--- config.mk ---
export PLATFORM = sky130hd
export DESIGN_NAME = json_key_value_extractor_unit
export DESIGN_NICKNAME = d
export VERILOG_FILES = /design/src/jkv_pkg.sv /design/src/jkv_key_window.sv /design/src/json_key_value_extractor_unit.sv
export SDC_FILE = /design/constraint.sdc
export NUM_CORES = 2
export LEC_CHECK = 0
export ABC_AREA = 1
export BUFFER_PORTS_ARGS = -buffer_cell sky130_fd_sc_hd__buf_2
export CORE_UTILIZATION = 31
export CTS_CLUSTER_SIZE = 16
export DETAILED_ROUTE_END_ITERATION = 6
export PLACE_DENSITY = 0.43
export SETUP_SLACK_MARGIN = 0.5
export SLEW_MARGIN = 5
export SYNTH_ARGS = -nofsm -noshare
export SYNTH_HDL_FRONTEND = slang
export SYNTH_SLANG_ARGS = --single-unit
--- constraint.sdc ---
create_clock -name i_clk -period 12.88 [get_ports i_clk]
set_input_delay 1.932 -clock i_clk [delete_from_list [all_inputs] [get_ports i_clk]]
set_output_delay 1.932 -clock i_clk [all_outputs]
set_load 0.02 [all_outputs]
--- src/jkv_pkg.sv ---
`timescale 1ns / 1ps
// jkv_pkg: shared types, character codes and helpers for the json key/value extractor
// no dependencies

package jkv_pkg;

    localparam int KEY_MAX_DEF  = 16;
    localparam int TEXT_MAX_DEF = 65536;

    localparam int CFG_W     = 64;
    localparam int CFG_IDX_W = 2;
    localparam int KEY_LEN_W = 5;
    localparam int POS_W     = 16;
    localparam int LEN_W     = 16;

    localparam logic [CFG_IDX_W-1:0] REG_KEY_LOW  = 2'd0;
    localparam logic [CFG_IDX_W-1:0] REG_KEY_HIGH = 2'd1;
    localparam logic [CFG_IDX_W-1:0] REG_KEY_LEN  = 2'd2;

    localparam logic [7:0] CH_COLON   = 8'h3A;
    localparam logic [7:0] CH_LBRACE  = 8'h7B;
    localparam logic [7:0] CH_RBRACE  = 8'h7D;
    localparam logic [7:0] CH_LBRACK  = 8'h5B;
    localparam logic [7:0] CH_RBRACK  = 8'h5D;
    localparam logic [7:0] CH_COMMA   = 8'h2C;
    localparam logic [7:0] CH_QUOTE   = 8'h22;
    localparam logic [7:0] CH_LF      = 8'h0A;
    localparam logic [7:0] CH_CR      = 8'h0D;
    localparam logic [7:0] CH_SPACE   = 8'h20;
    localparam logic [7:0] CH_TAB     = 8'h09;
    localparam logic [7:0] CH_VT      = 8'h0B;
    localparam logic [7:0] CH_FF      = 8'h0C;

    typedef enum logic [7:0] {
        PH_SEARCH = 8'b0000_0001,
        PH_WS1    = 8'b0000_0010,
        PH_COLON  = 8'b0000_0100,
        PH_WS2    = 8'b0000_1000,
        PH_OBJECT = 8'b0001_0000,
        PH_ARRAY  = 8'b0010_0000,
        PH_STRING = 8'b0100_0000,
        PH_OTHER  = 8'b1000_0000
    } t_phase;

    typedef struct packed {
        logic shift;
        logic clear;
    } t_win_ctrl;

    function automatic logic is_ws(input logic [7:0] c);
        return c inside {CH_SPACE, CH_TAB, CH_LF, CH_VT, CH_FF, CH_CR};
    endfunction

    function automatic logic is_value_end(input logic [7:0] c);
        return c inside {CH_SPACE, CH_LBRACE, CH_RBRACE, CH_LBRACK, CH_RBRACK,
                         CH_COMMA, CH_LF, CH_CR};
    endfunction

endpackage

--- src/jkv_key_window.sv ---
`timescale 1ns / 1ps
// jkv_key_window: history of recent text bytes and the quoted-key window compare
// depends on jkv_pkg

module jkv_key_window #(
    parameter int KEY_MAX = jkv_pkg::KEY_MAX_DEF
) (
    input  logic                          i_clk,
    input  logic                          i_rst_n,
    input  jkv_pkg::t_win_ctrl            i_ctrl,
    input  logic [7:0]                    i_byte,
    input  logic [2*jkv_pkg::CFG_W-1:0]   i_key,
    input  logic [jkv_pkg::KEY_LEN_W-1:0] i_key_len,
    output logic                          o_match
);

    localparam int HIST = KEY_MAX + 1;
    localparam int LW   = $clog2(KEY_MAX + 1);

    logic [7:0]    r_hist [HIST];
    logic [7:0]    n_win  [HIST+1];
    logic [LW-1:0] eff_len;
    logic [KEY_MAX:0] len_match;

    always_ff @(posedge i_clk) begin
        if (!i_rst_n || i_ctrl.clear) begin
            for (int k = 0; k < HIST; k++) begin
                r_hist[k] <= 8'h00;
            end
        end else if (i_ctrl.shift) begin
            for (int k = 0; k < HIST; k++) begin
                r_hist[k] <= n_win[k];
            end
        end
    end

    // window as it stands once the current byte is shifted in
    always_comb begin
        n_win[0] = i_byte;
        for (int k = 1; k <= HIST; k++) begin
            n_win[k] = r_hist[k-1];
        end
    end

    always_comb begin
        if (i_key_len > jkv_pkg::KEY_LEN_W'(KEY_MAX)) begin
            eff_len = LW'(KEY_MAX);
        end else begin
            eff_len = i_key_len[LW-1:0];
        end
    end

    // one candidate per key length, picked by the configured length
    always_comb begin
        for (int l = 0; l <= KEY_MAX; l++) begin
            len_match[l] = (n_win[0] == jkv_pkg::CH_QUOTE) &&
                           (n_win[l+1] == jkv_pkg::CH_QUOTE);
            for (int i = 0; i < KEY_MAX; i++) begin
                if (i < l) begin
                    len_match[l] = len_match[l] && (n_win[l-i] == i_key[8*i +: 8]);
                end
            end
        end
    end

    assign o_match = len_match[eff_len];

endmodule

--- src/json_key_value_extractor_unit.sv ---
`timescale 1ns / 1ps
// json_key_value_extractor_unit: top level, scan state machine, value measure, output queue
// depends on jkv_pkg and jkv_key_window

// Takes one JSON text byte per clock cycle with no gaps needed while o_in_stall is low: every byte is
// handled in the cycle it is accepted by the key window compare and the scan
// state update, so back-to-back bytes run at full rate. A result (found with
// value offset and length, or not found on the end-of-text byte) is registered
// into the output entry, or into the skid entry behind a held output; a
// two-entry output queue lets input continue while one result waits, and input
// stalls only when both entries are full. The user must write key registers
// through the config port only while no text is in flight; the block does not enforce it.

module json_key_value_extractor_unit #(
    parameter int KEY_MAX  = jkv_pkg::KEY_MAX_DEF,
    parameter int TEXT_MAX = jkv_pkg::TEXT_MAX_DEF
) (
    input  logic                          i_clk,
    input  logic                          i_rst_n,
    input  logic                          i_cfg_we,
    input  logic [jkv_pkg::CFG_IDX_W-1:0] i_cfg_index,
    input  logic [jkv_pkg::CFG_W-1:0]     i_cfg_data,
    input  logic                          i_in_valid,
    output logic                          o_in_stall,
    input  logic [7:0]                    i_text_byte,
    input  logic                          i_end_of_text,
    output logic                          o_out_valid,
    input  logic                          i_out_stall,
    output logic                          o_found,
    output logic [jkv_pkg::POS_W-1:0]     o_value_offset,
    output logic [jkv_pkg::LEN_W-1:0]     o_value_length
);

    localparam int PW = jkv_pkg::POS_W;
    localparam int LW = jkv_pkg::LEN_W;
    localparam logic [PW:0] POS_LAST = (PW + 1)'(TEXT_MAX - 1);

    // config registers
    logic [jkv_pkg::CFG_W-1:0]     r_key_low;
    logic [jkv_pkg::CFG_W-1:0]     r_key_high;
    logic [jkv_pkg::KEY_LEN_W-1:0] r_key_len;

    // scan state
    jkv_pkg::t_phase r_phase, n_phase;
    logic            r_done, n_done;
    logic [PW-1:0]   r_depth, n_depth;
    logic [PW-1:0]   r_pos, n_pos;
    logic [PW-1:0]   r_start, n_start;

    // output queue
    logic          r_out_valid;
    logic          r_out_found;
    logic [PW-1:0] r_out_offset;
    logic [LW-1:0] r_out_length;
    logic          r_skid_valid;
    logic          r_skid_found;
    logic [PW-1:0] r_skid_offset;
    logic [LW-1:0] r_skid_length;

    logic               in_fire;
    logic               out_fire;
    logic               key_match;
    jkv_pkg::t_win_ctrl win_ctrl;

    logic          emit;
    logic          begin_v;
    logic [PW-1:0] emit_off;
    logic [PW:0]   emit_end;
    logic [PW:0]   pos_inc;
    logic [PW-1:0] pos_next;
    logic [PW-1:0] depth_dec;
    logic [7:0]    open_c;
    logic [7:0]    close_c;
    logic [PW:0]   len_diff;

    logic          res_valid;
    logic          res_found;
    logic [PW-1:0] res_offset;
    logic [LW-1:0] res_length;

    assign in_fire    = i_in_valid && !o_in_stall;
    assign out_fire   = r_out_valid && !i_out_stall;
    assign o_in_stall = r_skid_valid;

    always_ff @(posedge i_clk) begin
        if (!i_rst_n) begin
            r_key_low  <= '0;
            r_key_high <= '0;
            r_key_len  <= '0;
        end else if (i_cfg_we) begin
            case (i_cfg_index)
                jkv_pkg::REG_KEY_LOW:  r_key_low  <= i_cfg_data;
                jkv_pkg::REG_KEY_HIGH: r_key_high <= i_cfg_data;
                jkv_pkg::REG_KEY_LEN:  r_key_len  <= i_cfg_data[jkv_pkg::KEY_LEN_W-1:0];
                default: begin
                end
            endcase
        end
    end

    jkv_key_window #(
        .KEY_MAX (KEY_MAX)
    ) u_key_window (
        .i_clk     (i_clk),
        .i_rst_n   (i_rst_n),
        .i_ctrl    (win_ctrl),
        .i_byte    (i_text_byte),
        .i_key     ({r_key_high, r_key_low}),
        .i_key_len (r_key_len),
        .o_match   (key_match)
    );

    always_comb begin
        pos_inc = {1'b0, r_pos} + (PW + 1)'(1);
        if (pos_inc > POS_LAST) begin
            pos_next = POS_LAST[PW-1:0];
        end else begin
            pos_next = pos_inc[PW-1:0];
        end
        depth_dec = (r_depth != '0) ? r_depth - PW'(1) : '0;
        if (r_phase == jkv_pkg::PH_ARRAY) begin
            open_c  = jkv_pkg::CH_LBRACK;
            close_c = jkv_pkg::CH_RBRACK;
        end else begin
            open_c  = jkv_pkg::CH_LBRACE;
            close_c = jkv_pkg::CH_RBRACE;
        end
    end

    // next scan state for the byte at the input
    always_comb begin
        n_phase  = r_phase;
        n_done   = r_done;
        n_depth  = r_depth;
        n_pos    = pos_next;
        n_start  = r_start;
        emit     = 1'b0;
        begin_v  = 1'b0;
        emit_off = r_start;
        emit_end = {1'b0, r_pos};
        win_ctrl = '0;

        if (!r_done) begin
            case (r_phase)
                jkv_pkg::PH_SEARCH: begin
                    win_ctrl.shift = in_fire;
                    if (key_match) begin
                        n_phase = jkv_pkg::PH_WS1;
                    end
                end
                jkv_pkg::PH_WS1: begin
                    if (!jkv_pkg::is_ws(i_text_byte)) begin
                        if (i_text_byte == jkv_pkg::CH_COLON) begin
                            n_phase = jkv_pkg::PH_COLON;
                        end else begin
                            begin_v = 1'b1;
                        end
                    end
                end
                jkv_pkg::PH_COLON: begin
                    if (i_text_byte != jkv_pkg::CH_COLON) begin
                        if (jkv_pkg::is_ws(i_text_byte)) begin
                            n_phase = jkv_pkg::PH_WS2;
                        end else begin
                            begin_v = 1'b1;
                        end
                    end
                end
                jkv_pkg::PH_WS2: begin
                    begin_v = !jkv_pkg::is_ws(i_text_byte);
                end
                jkv_pkg::PH_OBJECT, jkv_pkg::PH_ARRAY: begin
                    if (i_text_byte == close_c) begin
                        n_depth = depth_dec;
                        if (depth_dec == '0) begin
                            emit     = 1'b1;
                            emit_end = pos_inc;
                        end
                    end else if (i_text_byte == open_c && r_depth != '1) begin
                        n_depth = r_depth + PW'(1);
                    end
                end
                jkv_pkg::PH_STRING: begin
                    emit = (i_text_byte == jkv_pkg::CH_QUOTE);
                end
                default: begin
                    emit = jkv_pkg::is_value_end(i_text_byte);
                end
            endcase

            if (begin_v) begin
                if (i_text_byte == jkv_pkg::CH_LBRACE || i_text_byte == jkv_pkg::CH_LBRACK) begin
                    n_start = r_pos;
                    n_depth = PW'(1);
                    n_phase = (i_text_byte == jkv_pkg::CH_LBRACE) ? jkv_pkg::PH_OBJECT
                                                                  : jkv_pkg::PH_ARRAY;
                end else if (i_text_byte == jkv_pkg::CH_QUOTE) begin
                    n_start = pos_next;
                    n_phase = jkv_pkg::PH_STRING;
                end else if (jkv_pkg::is_value_end(i_text_byte)) begin
                    emit     = 1'b1;
                    emit_off = r_pos;
                    emit_end = {1'b0, r_pos};
                end else begin
                    n_start = r_pos;
                    n_phase = jkv_pkg::PH_OTHER;
                end
            end

            if (emit) begin
                n_done  = 1'b1;
                n_phase = jkv_pkg::PH_SEARCH;
            end
        end

        if (i_end_of_text) begin
            n_phase        = jkv_pkg::PH_SEARCH;
            n_done         = 1'b0;
            n_depth        = '0;
            n_pos          = '0;
            n_start        = '0;
            win_ctrl.clear = in_fire;
        end
    end

    // result of the byte at the input
    always_comb begin
        len_diff = (emit_end > {1'b0, emit_off}) ? emit_end - {1'b0, emit_off} : '0;
        res_valid = in_fire && (emit || (i_end_of_text && !r_done));
        res_found = emit;
        if (emit) begin
            res_offset = emit_off;
            res_length = len_diff[PW] ? '1 : len_diff[LW-1:0];
        end else begin
            res_offset = '0;
            res_length = '0;
        end
    end

    always_ff @(posedge i_clk) begin
        if (!i_rst_n) begin
            r_phase <= jkv_pkg::PH_SEARCH;
            r_done  <= 1'b0;
            r_depth <= '0;
            r_pos   <= '0;
            r_start <= '0;
        end else if (in_fire) begin
            r_phase <= n_phase;
            r_done  <= n_done;
            r_depth <= n_depth;
            r_pos   <= n_pos;
            r_start <= n_start;
        end
    end

    always_ff @(posedge i_clk) begin
        if (!i_rst_n) begin
            r_out_valid  <= 1'b0;
            r_skid_valid <= 1'b0;
        end else if (r_skid_valid) begin
            if (out_fire) begin
                r_out_found  <= r_skid_found;
                r_out_offset <= r_skid_offset;
                r_out_length <= r_skid_length;
                r_skid_valid <= 1'b0;
            end
        end else if (res_valid) begin
            if (!r_out_valid || out_fire) begin
                r_out_valid  <= 1'b1;
                r_out_found  <= res_found;
                r_out_offset <= res_offset;
                r_out_length <= res_length;
            end else begin
                r_skid_valid  <= 1'b1;
                r_skid_found  <= res_found;
                r_skid_offset <= res_offset;
                r_skid_length <= res_length;
            end
        end else if (out_fire) begin
            r_out_valid <= 1'b0;
        end
    end

    assign o_out_valid    = r_out_valid;
    assign o_found        = r_out_found;
    assign o_value_offset = r_out_offset;
    assign o_value_length = r_out_length;

    // skid entry only fills behind a held output
    a_skid_behind_out: assert property (@(posedge i_clk) disable iff (!i_rst_n)
        r_skid_valid |-> r_out_valid)
        else $error("skid entry valid without output entry");

    // a finished value parks the scanner until end of text
    a_done_parks: assert property (@(posedge i_clk) disable iff (!i_rst_n)
        r_done |-> (r_phase == jkv_pkg::PH_SEARCH))
        else $error("scanner active after value completed");

    // bracket depth lives only while measuring an object or array
    a_depth_phase: assert property (@(posedge i_clk) disable iff (!i_rst_n)
        (r_depth != '0) |-> (r_phase == jkv_pkg::PH_OBJECT || r_phase == jkv_pkg::PH_ARRAY))
        else $error("nonzero depth outside object or array");

    // end of text restarts the scan
    a_text_restart: assert property (@(posedge i_clk) disable iff (!i_rst_n)
        (in_fire && i_end_of_text) |=> (r_pos == '0 && !r_done))
        else $error("scan state not cleared after end of text");

endmodule

* Word-level counts from Yosys, hierarchy flattened
Memories as Yosys holds them, arrays and structs flattened.
Index checks and enable logic that the tools add are counted.
** Operators by class
- Reduce and logical (&&, ||, !) cells :: 187
- Multiplexer cells :: 114
- Bitwise operators :: 19
- Magnitude comparators :: 4
- Add/sub/neg operators :: 4
- Equal/unequal tests :: 183
** Operator list (number)
- 8-bit == test :: 138
- 16-bit 2-to-1 mux :: 32
- 8-bit 2-to-1 mux :: 29
- 8-bit by 6-bit == test with 1-bit output, second input constant :: 22
- 1-bit logical AND :: 158
- 17-bit 2-to-1 mux :: 9
- 8-bit by 4-bit == test with 1-bit output, second input constant :: 6
- 8-bit by 7-bit == test with 1-bit output, second input constant :: 5
- 1-bit 2-to-1 mux :: 36
- 8-bit case mux with 3 select lines :: 1
- 6-bit 2-to-1 mux :: 3
- 16-bit by 1-bit adder with 17-bit output, second input constant :: 1
- 17-bit by 16-bit > comparator with 1-bit output :: 1
- 17-bit by 16-bit > comparator with 1-bit output, second input constant :: 1
- 1-bit OR :: 17
- 17-bit by 16-bit subtractor with 17-bit output :: 1
- 16-bit by 1-bit adder with 16-bit output, second input constant :: 1
- 16-bit logical NOT :: 1
- 16-bit != test, second input constant :: 1
- 16-bit nonzero test :: 1
- 16-bit by 1-bit subtractor with 16-bit output, second input constant :: 1
- 4-bit AND reduction :: 3
- 8-bit by 1-bit == test with 1-bit output, second input constant :: 1
- 8-bit by 2-bit == test with 1-bit output, second input constant :: 1
- other kinds (24) :: 41
** Storage, ports and cells
- RAM bits :: 136
- Flip-flop bits (word level) :: 258
- Memories :: 1
- Word-level logic and storage cells :: 528
** Memories
- u_key_window.r_hist :: depth 17, bits a word 8, rd ports 17, clocked after memory_dff 0, write ports 17, RTL line jkv_key_window.sv:20 : logic [7:0] r_hist [HIST];

* Logic depth before layout (Yosys ltp)
An unclocked memory read counts as a cell.
- Depth after elaboration :: 30
- Gate-level depth with buffers :: 36

* Modules after synthesis
A second synthesis with hierarchy kept.
** Second synthesis, totals
- Cells, all modules :: 5838
- Area, all modules :: 34989.8 um^2
** Modules (own cells, without submodules)
- jkv_key_window :: instances 1, area each 21589.5 um^2, cells an instance 4009, sequential area each 4083.9 um^2
- json_key_value_extractor_unit :: instances 1, area each 13400.4 um^2, cells an instance 1829, sequential area each 5825.6 um^2

* Least setup slack after synthesis
OpenSTA, ideal clock, no wires.
- Path kind :: in2reg
- Start :: input i_text_byte[2]
- End :: register r_skid_found (enable)
- Data required time :: 12.416 ns
- Library setup time :: 0.464 ns
- Buffers on the path :: 0
- Data arrival time :: 5.408 ns
- Setup slack :: 7.008 ns
- Cell stages on the path :: 13
- Path through :: inv_1 nand2_1 nor2_1 nand2_1 nor2_1 nor2_1 nand4_1 nand2_1 nor2_2 nor2_1 nand4_1 nand2_1 nor3_1
** Between the ends
- Longest elaborated chain between the ends :: 12
** Ends and longest elaborated chain
- from (decl) :: RTL line json_key_value_extractor_unit.sv:25 : input logic [7:0] i_text_byte,
- 8-bit by 6-bit == test with 1-bit output (tied with other cells) :: RTL line jkv_pkg.sv:51, jkv_pkg.sv:55
- 8-bit nonzero test (tied with other cells) :: RTL line jkv_pkg.sv:55 : return c inside {CH_SPACE, CH_LBRACE, CH_RBRACE, CH_LBRACK, CH_RBRACK,
- 1-bit case mux with 3 select lines / 1-bit 2-to-1 mux (equally long branches) :: RTL line json_key_value_extractor_unit.sv:144, json_key_value_extractor_unit.sv:162
- 1-bit 2-to-1 mux (on tied branches) :: RTL line json_key_value_extractor_unit.sv:200, json_key_value_extractor_unit.sv:161
- 1-bit 2-to-1 mux / 1-bit case mux with 3 select lines (equally long branches) :: RTL line json_key_value_extractor_unit.sv:197, json_key_value_extractor_unit.sv:144
- 1-bit 2-to-1 mux (on tied branches) :: RTL line json_key_value_extractor_unit.sv:192, json_key_value_extractor_unit.sv:143
- 1-bit 2-to-1 mux (*) :: RTL line json_key_value_extractor_unit.sv:191 : if (begin_v) begin
- 1-bit 2-to-1 mux (*) (2 in series) :: RTL line json_key_value_extractor_unit.sv:143 : if (!r_done) begin
- 1-bit logical OR (*) :: RTL line json_key_value_extractor_unit.sv:229 : res_valid = in_fire && (emit || (i_end_of_text && !r_done));
- 1-bit logical AND (*) :: RTL line json_key_value_extractor_unit.sv:229
- 4-bit AND reduction (no line) (*)
- to (signal assigned) :: RTL line json_key_value_extractor_unit.sv:275 : r_skid_found <= res_found;
- to (decl) :: RTL line json_key_value_extractor_unit.sv:56 : logic r_skid_found;
Every way passes the cells marked *; elsewhere a longest branch is shown, timed or not. The select of a mux whose other input is x is not followed.
A chain may end at the register's enable or synchronous reset.

* Worst setup path after layout
- Start :: input i_text_byte[2]
- End :: register r_out_length[0], in the netlist o_value_length[0], data pin
** Between the ends
- Longest elaborated chain between the ends :: 15
** Ends and longest elaborated chain
- 8-bit by 6-bit == test with 1-bit output (tied with other cells) :: RTL line jkv_pkg.sv:51, jkv_pkg.sv:55
- 6-bit nonzero test / 17-bit 2-to-1 mux (equally long branches) :: RTL line jkv_pkg.sv:51, json_key_value_extractor_unit.sv:173
- 1-bit 2-to-1 mux / 17-bit 2-to-1 mux (equally long branches) :: RTL line json_key_value_extractor_unit.sv:162, json_key_value_extractor_unit.sv:144
- 1-bit 2-to-1 mux / 17-bit 2-to-1 mux (equally long branches) :: RTL line json_key_value_extractor_unit.sv:161, json_key_value_extractor_unit.sv:200
- 1-bit case mux with 3 select lines / 17-bit 2-to-1 mux (equally long branches) :: RTL line json_key_value_extractor_unit.sv:144, json_key_value_extractor_unit.sv:197
- 1-bit 2-to-1 mux / 17-bit 2-to-1 mux (equally long branches) :: RTL line json_key_value_extractor_unit.sv:143, json_key_value_extractor_unit.sv:192
- 17-bit 2-to-1 mux / 16-bit 2-to-1 mux (equally long branches) :: RTL line json_key_value_extractor_unit.sv:191
- 17-bit 2-to-1 mux / 16-bit 2-to-1 mux (equally long branches) :: RTL line json_key_value_extractor_unit.sv:143
- 17-bit by 16-bit subtractor with 17-bit output / 17-bit by 16-bit > comparator with 1-bit output (equally long branches) :: RTL line json_key_value_extractor_unit.sv:228 : len_diff = (emit_end > {1'b0, emit_off}) ? emit_end - {1'b0, emit_off} : '0;
- 17-bit 2-to-1 mux :: RTL line json_key_value_extractor_unit.sv:228
- 16-bit 2-to-1 mux :: RTL line json_key_value_extractor_unit.sv:233 : res_length = len_diff[PW] ? '1 : len_diff[LW-1:0];
- 16-bit 2-to-1 mux (*) :: RTL line json_key_value_extractor_unit.sv:231 : if (emit) begin
- 16-bit 2-to-1 mux (*) :: RTL line json_key_value_extractor_unit.sv:268 : if (!r_out_valid || out_fire) begin
- 16-bit 2-to-1 mux (*) :: RTL line json_key_value_extractor_unit.sv:267 : end else if (res_valid) begin
- 16-bit 2-to-1 mux (*) :: RTL line json_key_value_extractor_unit.sv:260 : end else if (r_skid_valid) begin
- to (signal assigned) :: RTL line json_key_value_extractor_unit.sv:264 : r_out_length <= r_skid_length;
- to (signal assigned) :: RTL line json_key_value_extractor_unit.sv:272 : r_out_length <= res_length;
- to (decl) :: RTL line json_key_value_extractor_unit.sv:54 : logic [LW-1:0] r_out_length;
Marked as above.

==> run_results.csv <==
group,metric,value,unit
clock_network,cts_max_level,2,
setup_path,critPathKind,"in2reg",
die,ios,115,
routing,highest_layer,"met5",
sta,hold_viol,0,
outcome,outcome,"finished with violations",
setup_path,slowest_delay,0.47,ns
routing,ant_nets,0,
setup_path,crit_path_top_delay_cell,"nand2_2",
global_route,grt_pass1_wl,373,mm
place,post_dp_cell_area,35700,um2
clock_network,clk_pin_slew,0.06,ns
setup_path,r2r_end,"o_value_length[0]",
synth,synth.distinct_cells,56,
global_route,grt_pass1_vias,38100,
clock_network,ctsResizeCount,0,
setup_path,crit_required,13.29,ns
synth,avgSynthCellArea,6.31,um2
setup_path,critPathMostFrequentCell,"nand2_1",
routing,m1WireLength,112,mm
min_path,whs_path_depth,2,
sta,timing.setup.tns,0,ns
synth,ys_seq_area_share,29.6,%
clock_network,hold_buffers,0,
setup_path,path_buf_inv,4,
place,port_buffers,114,
routing,vias,43500,
die,start_util,31.2,%
clock_network,cts-buffers-inserted,51,
global_route,antenna_found_initial,41,
sta,relSlewSlack,6.40,%
pwr,power_density,126,nW/um2
sta,clock_skew,0.0516,ns
die,core-area,107000,um2
synth,yosys.area.top_type_share,18.7,%
synth,yosys-top-cells-area,"nand2_1, edfxtp_1, dfxtp_1, nor2_1, xor2_1",
sta,whs,0.478,ns
clock_network,cts_tree,"done",
sta,post-route-period-util,51.5,%
die,fp.dieW,330,um
setup_path,r2r-start,"r_depth[0]",
routing,avgRoutedWirePerCell,43.2,um
synth,synth_cells,5297,
synth,synth_edf_count,202,
clock_network,clock_latency,0.68,ns
run,drv_cap,0,
die,die_h,330,um
global_route,grt_usage,51.8,%
pwr,p_leak,15.8,nW
setup_path,crit_start,"i_text_byte[2]",
setup_path,reg2reg_slack,6.99,ns
routing,wl_met2,104,mm
clock_network,cts_setup_buffers,0,
synth,synth_seq_cells,394,
synth,yosys.area.top_type,"nand2_1",
setup_path,arrival,7.04,ns
setup_path,start_kind,"input port",
cells_and_area,drive_gt1_share,9.50,%
routing,via_per_inst,6.45,
cells_and_area,final_nets,5373,
synth,async_flop_share,0,%
die,dieArea,109000,um2
clock_network,ctsLongestPathBuffers,3,
setup_path,worst_setup_path_end_kind,"register",
global_route,grt_max_degree,93,
setup_path,reg2regPathDepth,32,
synth,synth_area,33400,um2
clock_network,clockRootBuffer,"clkbuf_16",
clock_network,clkSinkCount,394,
sta,period_needed,6.63,ns
cells_and_area,final_area,37500,um2
sta,finalMaxSlewViolations,0,
routing,met3_length,48.6,mm
sta,setup_viol,0,
die,num_rows,120,
synth,yosys_warnings,0,
pwr,vdd_drop_max,109,uV
outcome,violations,"design-rule violations",
synth,synthesis.nets,5399,
routing,first_pass_iters,7,
synth,synth-main-ff-cell,"edfxtp_1",
cells_and_area,area_growth,12.0,%
sta,rsz0062_at_grt,"no",
min_path,hold_end,"r_start[2]",
routing,drc_errors,5,
routing,wirelength,291,mm
place,place_congestion,1.17,
setup_path,worst-path-max-fanout,28,
sta,max_freq,151,MHz
sta,tightest_slew,1.40,ns
routing,drt_iter0_markers,8534,
min_path,holdCritStartpoint,"r_start[2]",
setup_path,path_delay_family,"simple AND/OR/NAND/NOR gates",
place,dpl.hpwl,197,mm
min_path,hp-class,"reg2reg",
global_route,grt-ovfl-total,0,
-- synthesized netlist by cell type, types with 15 or more instances --
| cell | instances |
|---|---|
| a21oi_1 | 239 |
| buf_1 | 64 |
| buf_2 | 58 |
| clkbuf_1 | 250 |
| clkinv_1 | 30 |
| dfxtp_1 | 192 |
| edfxtp_1 | 202 |
| ha_1 | 21 |
| inv_1 | 368 |
| inv_2 | 17 |
| nand2_1 | 1662 |
| nand2_2 | 19 |
| nand3_1 | 106 |
| nand4_1 | 244 |
| nor2_1 | 752 |
| nor2_2 | 15 |
| nor3_1 | 37 |
| nor4_1 | 17 |
| o2111ai_1 | 19 |
| o21ai_0 | 334 |
| o22ai_1 | 57 |
| xnor2_1 | 226 |
| xor2_1 | 264 |
-- report_power, final --
group | total (mW) | leakage (nW) | switching [mW] | internal [mW]
combinational | 1.67 | 11.3 | 1.29 | 0.381
clock | 1.50 | 0.844 | 0.658 | 0.838
sequential | 1.54 | 3.69 | 0.157 | 1.39
total | 4.71 | 15.8 | 2.10 | 2.61
-- sequential cells by signal, indices dropped and copies added, names as in the netlist, 5 cells and up --
name	count
u_key_window.r_hist	136
r_key_high	64
r_key_low	64
o_value_length	16
o_value_offset	16
r_depth	16
r_pos	16
r_skid_length	16
r_skid_offset	16
r_start	16
r_phase	8
r_key_len	5
-- layout make-up --
cell class	count	area (um2)
multi-input combinational	4104	20500
clock inverter	27	216
inverter	415	1560
sequential	394	9930
fill	12000	69600
timing repair buffer	305	2010
tap	1403	1760
antenna	19	47.5
clock buffer	69	1490
-- per-layer routing --
metal,vias up,global-route usage (%)
li1,17000,-
met1,20700,64.3
met2,4427,65.0
met3,1381,29.9
met4,24,36.9
met5,-,2.13
-- worst max path at each step --
stage	to	slack, ns	depth (start not counted)
after global placement	o_value_length[0]	5.79	27
after global routing	o_value_length[0]	5.85	27
after detailed placement	o_value_length[0]	5.67	27
final	o_value_length[0]	6.25	27
after CTS	o_value_length[0]	6.36	27
after floorplan	r_skid_found	7.01	13
-- worst register-to-register path, delay by kind of cell (launching register included) --
family,cells,cell delay (ns)
compound gates,4,1.03
xor+xnor,1,0.25
flops,1,0.35
buf+inv,6,0.66
simple gates,18,2.42
fa+ha+maj,3,0.89
-- cells by family (layout without fill, tap and decap cells) --
logic type	count (synthesis)	in the layout	share of synthesized area, %
AND/OR/NAND/NOR	2889	2889	35.8
buffers and inverters	799	816	9.38
AO/OA/AOI/OAI	698	698	11.3
XOR/XNOR	491	491	12.9
flip-flops	394	394	29.6
adder cells (fa/ha/maj)	22	22	0.846
multiplexers	4	4	0.120
other	0	19	0
-- metrics by stage --
step	total power [mW]	util [%]	cells	worst slack (ns)
3_5_place_dp	3.03	33.4	6621	5.67
2_1_floorplan	2.23	-	5297	7.01
3_3_place_gp	3.04	33.4	6621	5.79
5_1_grt	4.71	35.0	6720	5.85
6_report	4.71	35.0	6736	6.25
4_1_cts	4.52	35.0	6717	6.36
-- cells in the final DEF (no fill, tap or decap), types with 192 or more instances in the layout --
master and count:
a21oi_1 239, xnor2_1 226, o21ai_0 334, edfxtp_1 202, xor2_1 264, nor2_1 751, buf_4 192, nand2_1 1661
nand4_1 244, inv_1 368
(Power assumes the default switching activity.)
